==> src/sv/bsrra_pkg.sv <==
// ----------------------------------------------------------------------------
// bsrra_pkg
// Shared types and constants for the busy-server round-robin assigner.
// ----------------------------------------------------------------------------
`default_nettype none

package bsrra_pkg;

  localparam int MAX_SERVERS_DEF = 16;
  localparam int TIME_IN_W       = 31;
  localparam int TIME_W          = 32;
  localparam int COUNT_W         = 32;
  localparam int SERVER_W        = 4;
  localparam int MASK_W          = 16;
  localparam int CFG_W           = 5;

  localparam logic [CFG_W-1:0]   SERVER_COUNT_RST = CFG_W'(16);
  localparam logic [COUNT_W-1:0] COUNT_SAT        = '1;

  typedef struct packed {
    logic [TIME_IN_W-1:0] arrival_time;
    logic [TIME_IN_W-1:0] duration;
  } call_t;

  typedef struct packed {
    logic                accepted;
    logic [SERVER_W-1:0] server;
    logic [MASK_W-1:0]   busiest_mask;
    logic [COUNT_W-1:0]  busiest_count;
  } result_t;

  // Flags from the shared compare unit
  typedef struct packed {
    logic expired;  // end time at or before arrival
    logic gt;       // candidate count above running best
    logic eq;       // candidate count equal to running best
  } cmp_flags_t;

  typedef enum logic [1:0] {
    ST_IDLE,
    ST_SCAN,
    ST_DONE
  } state_t;

endpackage

`default_nettype wire

==> src/sv/busy_server_round_robin_assigner.sv <==
// ----------------------------------------------------------------------------
// busy_server_round_robin_assigner
// Assigns calls to servers round robin, with per-server busy timers.
// ----------------------------------------------------------------------------
// One call is taken when start is high and busy is low. The block then walks
// the server table one entry per cycle through a single compare unit: each
// step frees the server if its end time is at or before the arrival time,
// notes the first free server at or after the start index (and the first one
// before it, for the wrap), and ranks the server's served count. The commit
// state ST_DONE then commits the chosen server and ranks its new count. busy
// stays high from the accepting edge through the walk and the commit, and
// drops before the next call is taken, so a new call is not taken until the
// current one is through; the table walk over the two server memories sets
// the call rate. The result item appears on result for exactly one cycle,
// marked by done, in the cycle where busy drops. The receiver cannot hold
// it off and must take it in that cycle. server_count may be written at any
// time the block is idle; it takes effect on the next call. No clearing pass
// runs after reset: served counts carry a valid bit per server, and end
// times matter only for busy servers.
// ----------------------------------------------------------------------------
`default_nettype none

module busy_server_round_robin_assigner #(
  parameter int MAX_SERVERS = bsrra_pkg::MAX_SERVERS_DEF
) (
  input  logic                          clk,
  input  logic                          rst,
  input  logic                          start,
  output logic                          busy,
  input  bsrra_pkg::call_t              call,
  input  logic                          cfg_we,
  input  logic [bsrra_pkg::CFG_W-1:0]   cfg_wdata,
  output logic                          done,
  output bsrra_pkg::result_t            result
);
  import bsrra_pkg::*;

  localparam int IDX_W = (MAX_SERVERS > 1) ? $clog2(MAX_SERVERS) : 1;
  localparam int K_W   = $clog2(MAX_SERVERS + 1);

  // Configuration and round-robin pointer
  logic [CFG_W-1:0] server_count;
  logic [IDX_W-1:0] call_mod;

  // Per-server state
  logic [MAX_SERVERS-1:0] server_busy;
  logic [MAX_SERVERS-1:0] cnt_valid;
  logic [TIME_W-1:0]      busy_until   [MAX_SERVERS];
  logic [COUNT_W-1:0]     served_count [MAX_SERVERS];

  // Per-call working registers
  state_t               state, state_next;
  logic [K_W-1:0]       k_r;
  logic [K_W-1:0]       start_r;
  logic [TIME_W-1:0]    arrival_r;
  logic [TIME_W-1:0]    end_r;
  logic [K_W-1:0]       ia;
  logic                 proc_vld;
  logic [IDX_W-1:0]     proc_idx;
  logic [TIME_W-1:0]    until_q;
  logic [COUNT_W-1:0]   cnt_q;
  logic                 cvld_q;
  logic                 hi_found, lo_found;
  logic [IDX_W-1:0]     hi_idx, lo_idx;
  logic [COUNT_W-1:0]   hi_cnt, lo_cnt;
  logic [COUNT_W-1:0]   best;
  logic [MAX_SERVERS-1:0] best_mask;

  // Combinational
  logic                   accept;
  logic                   issue;
  logic [K_W-1:0]         k_cfg;
  logic [K_W-1:0]         start_cfg;
  logic [K_W-1:0]         start_inc;
  logic [COUNT_W-1:0]     c_eff;
  logic                   slot_free;
  logic                   slot_in_use;
  logic [MAX_SERVERS-1:0] slot_bit;
  logic                   found;
  logic [IDX_W-1:0]       pick;
  logic [COUNT_W-1:0]     pick_cnt;
  logic [COUNT_W-1:0]     new_cnt;
  logic [MAX_SERVERS-1:0] pick_bit;
  logic [COUNT_W-1:0]     cmp_lhs;
  cmp_flags_t             flags;
  logic [COUNT_W-1:0]     top_count_fin;
  logic [MAX_SERVERS-1:0] top_mask_fin;

  assign accept = start && !busy;
  assign busy   = (state != ST_IDLE);

  // Clamp the register to 1..MAX_SERVERS
  always_comb begin
    if (server_count == '0) begin
      k_cfg = K_W'(1);
    end else if (32'(server_count) > 32'(MAX_SERVERS)) begin
      k_cfg = K_W'(MAX_SERVERS);
    end else begin
      k_cfg = K_W'(server_count);
    end
    start_cfg = (K_W'(call_mod) < k_cfg) ? K_W'(call_mod) : '0;
  end

  assign start_inc = start_r + K_W'(1);

  // ---------------------------------------------------------------------------
  // Sequencer
  // ---------------------------------------------------------------------------
  always_ff @(posedge clk) begin
    if (rst) begin
      state <= ST_IDLE;
    end else begin
      state <= state_next;
    end
  end

  always_comb begin
    state_next = state;
    issue      = 1'b0;
    unique case (state)
      ST_IDLE: begin
        if (accept) begin
          state_next = ST_SCAN;
        end
      end
      ST_SCAN: begin
        // Issue one table read a cycle; the last read is processed when the
        // issue counter has run out
        issue = (ia != K_W'(MAX_SERVERS));
        if (!issue) begin
          state_next = ST_DONE;
        end
      end
      ST_DONE: begin
        state_next = ST_IDLE;
      end
      default: begin
        state_next = ST_IDLE;
      end
    endcase
  end

  // ---------------------------------------------------------------------------
  // Configuration register and round-robin pointer
  // ---------------------------------------------------------------------------
  always_ff @(posedge clk) begin
    if (rst) begin
      server_count <= SERVER_COUNT_RST;
      call_mod     <= '0;
    end else begin
      if (cfg_we) begin
        server_count <= cfg_wdata;
      end
      // Advance the pointer for every call, taken or dropped
      if (state == ST_DONE) begin
        call_mod <= (start_inc >= k_r) ? '0 : IDX_W'(start_inc);
      end
    end
  end

  // ---------------------------------------------------------------------------
  // Server memories: one read per issued table step, one write at commit
  // ---------------------------------------------------------------------------
  always_ff @(posedge clk) begin
    if (issue) begin
      until_q <= busy_until[ia[IDX_W-1:0]];
      cnt_q   <= served_count[ia[IDX_W-1:0]];
    end
    if ((state == ST_DONE) && found) begin
      busy_until[pick]   <= end_r;
      served_count[pick] <= new_cnt;
    end
  end

  // Busy and count-valid bits
  always_ff @(posedge clk) begin
    if (rst) begin
      server_busy <= '0;
      cnt_valid   <= '0;
      cvld_q      <= 1'b0;
    end else begin
      if (issue) begin
        cvld_q <= cnt_valid[ia[IDX_W-1:0]];
      end
      if (proc_vld && flags.expired) begin
        server_busy[proc_idx] <= 1'b0;
      end else if ((state == ST_DONE) && found) begin
        server_busy[pick] <= 1'b1;
        cnt_valid[pick]   <= 1'b1;
      end
    end
  end

  // ---------------------------------------------------------------------------
  // Scan step
  // ---------------------------------------------------------------------------
  assign c_eff       = cvld_q ? cnt_q : '0;
  assign slot_free   = !server_busy[proc_idx] || flags.expired;
  assign slot_in_use = (K_W'(proc_idx) < k_r);
  assign slot_bit    = MAX_SERVERS'(1) << proc_idx;

  // At commit the compare unit ranks the chosen server's new count
  assign cmp_lhs = (state == ST_DONE) ? new_cnt : c_eff;

  bsrra_cmp u_cmp (
    .end_time (until_q),
    .arrival  (arrival_r),
    .count    (cmp_lhs),
    .best     (best),
    .flags    (flags)
  );

  always_ff @(posedge clk) begin
    if (rst) begin
      proc_vld <= 1'b0;
      hi_found <= 1'b0;
      lo_found <= 1'b0;
      ia       <= '0;
    end else begin
      proc_vld <= issue;
      if (accept) begin
        hi_found <= 1'b0;
        lo_found <= 1'b0;
        ia       <= '0;
      end else begin
        if (issue) begin
          ia <= ia + K_W'(1);
        end
        if (proc_vld && slot_in_use && slot_free) begin
          if ((K_W'(proc_idx) >= start_r) && !hi_found) begin
            hi_found <= 1'b1;
          end
          if ((K_W'(proc_idx) < start_r) && !lo_found) begin
            lo_found <= 1'b1;
          end
        end
      end
    end
  end

  // Latch call data and track candidates and the running maximum
  always_ff @(posedge clk) begin
    proc_idx <= ia[IDX_W-1:0];
    if (accept) begin
      k_r       <= k_cfg;
      start_r   <= start_cfg;
      arrival_r <= TIME_W'(call.arrival_time);
      end_r     <= TIME_W'(call.arrival_time) + TIME_W'(call.duration);
      best      <= '0;
      best_mask <= '0;
    end else if (proc_vld && slot_in_use) begin
      if (slot_free && (K_W'(proc_idx) >= start_r) && !hi_found) begin
        hi_idx <= proc_idx;
        hi_cnt <= c_eff;
      end
      if (slot_free && (K_W'(proc_idx) < start_r) && !lo_found) begin
        lo_idx <= proc_idx;
        lo_cnt <= c_eff;
      end
      if (flags.gt) begin
        best      <= c_eff;
        best_mask <= slot_bit;
      end else if (flags.eq) begin
        best_mask <= best_mask | slot_bit;
      end
    end
  end

  // ---------------------------------------------------------------------------
  // Commit: choose, bump the count, fold it into the ranking
  // ---------------------------------------------------------------------------
  always_comb begin
    found    = hi_found || lo_found;
    pick     = hi_found ? hi_idx : lo_idx;
    pick_cnt = hi_found ? hi_cnt : lo_cnt;
    new_cnt  = (pick_cnt == COUNT_SAT) ? pick_cnt : pick_cnt + COUNT_W'(1);
    pick_bit = MAX_SERVERS'(1) << pick;
    top_count_fin = best;
    top_mask_fin  = best_mask;
    if (found && flags.gt) begin
      top_count_fin = new_cnt;
      top_mask_fin  = pick_bit;
    end else if (found && flags.eq) begin
      top_mask_fin  = best_mask | pick_bit;
    end
  end

  // Result register: shown for one cycle, no back-pressure
  always_ff @(posedge clk) begin
    if (rst) begin
      done <= 1'b0;
    end else begin
      done <= (state == ST_DONE);
    end
  end

  always_ff @(posedge clk) begin
    if (state == ST_DONE) begin
      result.accepted      <= found;
      result.server        <= found ? SERVER_W'(pick) : '0;
      result.busiest_mask  <= MASK_W'(top_mask_fin);
      result.busiest_count <= top_count_fin;
    end
  end

  // ---------------------------------------------------------------------------
  // Assertions
  // ---------------------------------------------------------------------------
  a_done_after_commit: assert property (@(posedge clk) disable iff (rst)
    done |-> $past(state == ST_DONE))
    else $error("result strobe without a commit cycle");

  a_proc_in_scan: assert property (@(posedge clk) disable iff (rst)
    proc_vld |-> (state == ST_SCAN))
    else $error("table step processed outside the scan");

  a_busy_has_count: assert property (@(posedge clk) disable iff (rst)
    (server_busy & ~cnt_valid) == '0)
    else $error("busy server was never written");

  a_accept_starts_scan: assert property (@(posedge clk) disable iff (rst)
    accept |=> (state == ST_SCAN) && (ia == '0))
    else $error("accepted call did not start a scan");

  a_one_scan_length: assert property (@(posedge clk) disable iff (rst)
    (state == ST_DONE) |-> $past(state == ST_SCAN) && (ia == K_W'(MAX_SERVERS)))
    else $error("commit before the table walk finished");

endmodule

`default_nettype wire

==> src/sv/bsrra_cmp.sv <==
// ----------------------------------------------------------------------------
// bsrra_cmp
// Shared compare unit: timer expiry and served-count ranking.
// ----------------------------------------------------------------------------
`default_nettype none

module bsrra_cmp (
  input  logic [bsrra_pkg::TIME_W-1:0]  end_time,
  input  logic [bsrra_pkg::TIME_W-1:0]  arrival,
  input  logic [bsrra_pkg::COUNT_W-1:0] count,
  input  logic [bsrra_pkg::COUNT_W-1:0] best,
  output bsrra_pkg::cmp_flags_t         flags
);
  import bsrra_pkg::*;

  always_comb begin
    flags.expired = (end_time <= arrival);
    flags.gt      = (count > best);
    flags.eq      = (count == best);
  end

endmodule

`default_nettype wire
==> config.mk <==
export PLATFORM = sky130hd
export DESIGN_NAME = busy_server_round_robin_assigner
export DESIGN_NICKNAME = d
export VERILOG_FILES = /design/src/sv/bsrra_pkg.sv /design/src/sv/busy_server_round_robin_assigner.sv /design/src/sv/bsrra_cmp.sv
export SDC_FILE = /design/constraint.sdc
export NUM_CORES = 2
export LEC_CHECK = 0
export BUFFER_PORTS_ARGS = -buffer_cell sky130_fd_sc_hd__buf_2
export CAP_MARGIN = 20
export CORE_ASPECT_RATIO = 1.2
export CORE_MARGIN = 2
export CORE_UTILIZATION = 55
export DETAILED_ROUTE_END_ITERATION = 12
export PLACE_DENSITY = 0.77
export SYNTH_ARGS = -nofsm -noshare
export SYNTH_HDL_FRONTEND = slang
export SYNTH_SLANG_ARGS = --single-unit
export TNS_END_PERCENT = 50
==> constraint.sdc <==
create_clock -name clk -period 18.6 [get_ports clk]
set_input_delay 3.72 -clock clk [delete_from_list [all_inputs] [get_ports clk]]
set_output_delay 3.72 -clock clk [all_outputs]
set_load 0.02 [all_outputs]
==> qor.txt <==
post-CTS setup buffer count: 0
Detailed Route WL: 137 mm
H-Tree Level Count: 4
Clk Tree Root Cell: clkbuf_16
initial antenna violation count: 1
Top FF cell, synth: edfxtp_1
Worst Path Arrival: 8140 ps
asr flop ratio synth: 0
Setup Skew: 34.7 ps
Post-synth EDFFs: 1285
Slew HR: 0.271
Die W: 296 um
peak supply drop: 0.0795 mV
Area contributors post-synth: edfxtp_1 68%, mux4_2 13%, dfxtp_1 3.7%, ha_1 2.5%, mux2i_1 1.2%
Ports: 126
share of layout cells above drive strength 1: 0.246
Avg Cell Area, Syn: 18.8 sq um
Core ar.: 102000 sq um
Crit Path Max Fanout: 93
outcome: finished clean
number of global-route vias before repair: 31207
# rows: 128
grt total ovfl: 0
die height: 355 um
most common cell in the synthesized netlist: edfxtp_1
Cell Pwr Density: 103 nW/um^2
RSZ-0062 raised after global routing: no
largest net degree at the start of global routing: 156
Synth Cell Area: 56400 sq um
Netlist cell types: 69
Seq. cell area: 40700 sq um
Worst Tran Pin Value: 1090 ps
hold path cells: 1
vias per inst: 6.46
pre-CTS setup slack: 10780 ps
Final GP Congestion: 0.884
syn_nets: 3183
WS Path Type: flop to flop
Longest Clk Path Bufs: 3
Syn Inst Count: 2998
Area growth syn-to-layout: 12.5%
Max Freq: 131 MHz
DRC errors left: 0
detailed router's first-iteration violation count: 3429
clk slew on worst S/H paths: 60 ps
synth warn: 0
Total GRT Usage: 0.264
Sink Count: 1390
number of synthesized register bits: 1390
crit path time final: 7660 ps
crit-path cells: mux2i_1 -> inv_1 -> ha_1 -> o21ai_1 -> nor3_1 -> nand3_1 -> and3_1 -> and3_1 -> xnor2_2 -> mux2_2 -> ha_1 -> nand4_1 -> nor2_1 -> inv_1 -> o22ai_1 -> o41ai_1 -> buf_2 -> a21o_2 -> buf_4 -> mux2_2
Pre-Repair DR Iteration Count: 8
Nets: 3383
P_leak: 20.7 nW
Seq/Total Area, Yosys: 0.721
Max stage delay on crit path: 1000 ps
Post-CTS Hold Fix Bufs: 0
Initial Utilization: 0.556
Worst EP required: 19090 ps
post-route setup TNS: 0 ps
global-route wire length before repair: 202 mm
Fillers: 6825
HPWL Detailed: 72.8 mm
IO buf count: 125
Skew-Pair Late Insertion Delay: 750 ps
Hold WS: 461 ps
Hold Path Class: flop to flop
Inserted Clock Buffers: 133
die area: 105000 sq um
Post-synth top cells: 1285 x edfxtp_1, 330 x mux4_2, 148 x nand2_1, 113 x ha_1, 109 x nor2_1
fin area: 63500 sq um
post-cts sizing count: 0
remaining antenna violation count after routing: 0
maxcap violations: 0
area of the multi-input gates: 15000 sq um
Final Max Slew Viols: 0
Setup WS post-layout: 10940 ps
CP startpoint kind: flop
Worst setup EP type: flop
largest area contributor in the netlist: edfxtp_1
via count: 30170
final worst-path cycle share: 0.412
Max stage delay cell, worst path: dfxtp_4
CTS tree: yes
final hold vios: 0
post-place instance area: 58900 sq um
# setup viols final: 0
ant diodes: 0
routed wire length per instance: 29.3 um
Yosys top cell area share: 0.684
R2R cell count: 20
## cell usage in the layout (no fill, tap or decap), types with 12 or more instances in the layout
master / instances
a211oi_1: 12
a21o_1: 25
a21oi_1: 63
a32o_1: 23
and2_1: 37
buf_2: 127
buf_4: 68
bufinv_16: 15
clkbuf_1: 22
clkbuf_16: 139
clkinv_1: 18
clkinv_2: 25
dfxtp_1: 100
edfxtp_1: 1285
ha_1: 113
inv_1: 105
mux2_2: 40
mux2i_1: 68
mux4_2: 330
nand2_1: 148
nand2b_1: 18
nand3_1: 38
nand3b_1: 13
nand4_1: 19
nor2_1: 92
nor2_4: 17
nor2b_1: 24
nor3_1: 16
o21ai_0: 57
o2bb2ai_1: 15
xnor2_1: 31
xor2_1: 29
## flip-flops by register name (all words and copies together) (netlist names), 31 cells and up
register,cells
best,32
until_q,32
result,53
arrival_r,31
end_r,32
hi_cnt,32
cnt_q,32
lo_cnt,32
served_count,512
busy_until,512
## routing by layer
metal	up-vias	GRT usage	part of all wire	wire length, um
li1	12499	-	-	-
met1	15594	0.338	0.36	49900
met2	1732	0.457	0.52	71100
met3	343	0.0412	0.078	10700
met4	2	0.101	0.037	5120
met5	-	0	0.00015	21
## worst max-delay path: cells and delay by family (launching register included)
kind | cells | cell delay, ps
xor+xnor | 1 | 640
mux | 3 | 1010
fa+ha+maj | 2 | 390
buf+inv | 4 | 940
simple gates | 6 | 2310
compound gates | 4 | 1050
flops | 1 | 1000
## report_power, final
| part | internal [mW] | switching [mW] | total (mW) |
|---|---|---|---|
| Clock | 1.61 | 1.16 | 2.77 |
| Sequential | 3.46 | 0.0503 | 3.51 |
| Combinational | 0.111 | 0.144 | 0.255 |
| Total | 5.19 | 1.35 | 6.54 |
## layout make-up
cell class | count | share of cell area
multi-input combinational | 1367 | 0.236
timing repair buffer | 199 | 0.0191
clock inverter | 72 | 0.0126
sequential | 1390 | 0.641
tap | 1365 | 0.0269
clock buffer | 170 | 0.0579
inverter | 107 | 0.00635
## worst paths after layout
check,startpoint,end,slack [ps]
hold reg to reg,cnt_valid[11]$_SDFFE_PP0P_,cnt_valid[11]$_SDFFE_PP0P_,460
setup / recovery,hi_found$_SDFFE_PP0P_,result[20]$_DFFE_PP_,10940
hold / removal,cnt_valid[11]$_SDFFE_PP0P_,cnt_valid[11]$_SDFFE_PP0P_,460
setup reg to reg,hi_found$_SDFFE_PP0P_,result[20]$_DFFE_PP_,10940
## per-stage QoR
stage	instances	util	power, mW
detailed placement	4420	0.580	3.83
CTS	4662	0.624	6.57
global placement	4418	0.580	3.81
global route	4670	0.625	6.70
floorplan	2998	-	3.74
finish	4670	0.625	6.54
## cells by family after synthesis
| logic type | count (synthesis) | share of synthesized area |
|---|---|---|
| AOI/OAI and AO/OA | 281 | 0.0342 |
| xor gates and xnor gates | 64 | 0.0101 |
| buffers and inverters | 241 | 0.0164 |
| muxes | 438 | 0.152 |
| adders and majority gates | 114 | 0.0254 |
| DFF | 1390 | 0.721 |
| and+or+nand+nor | 470 | 0.0408 |
Power figures use the tool's default switching activity.
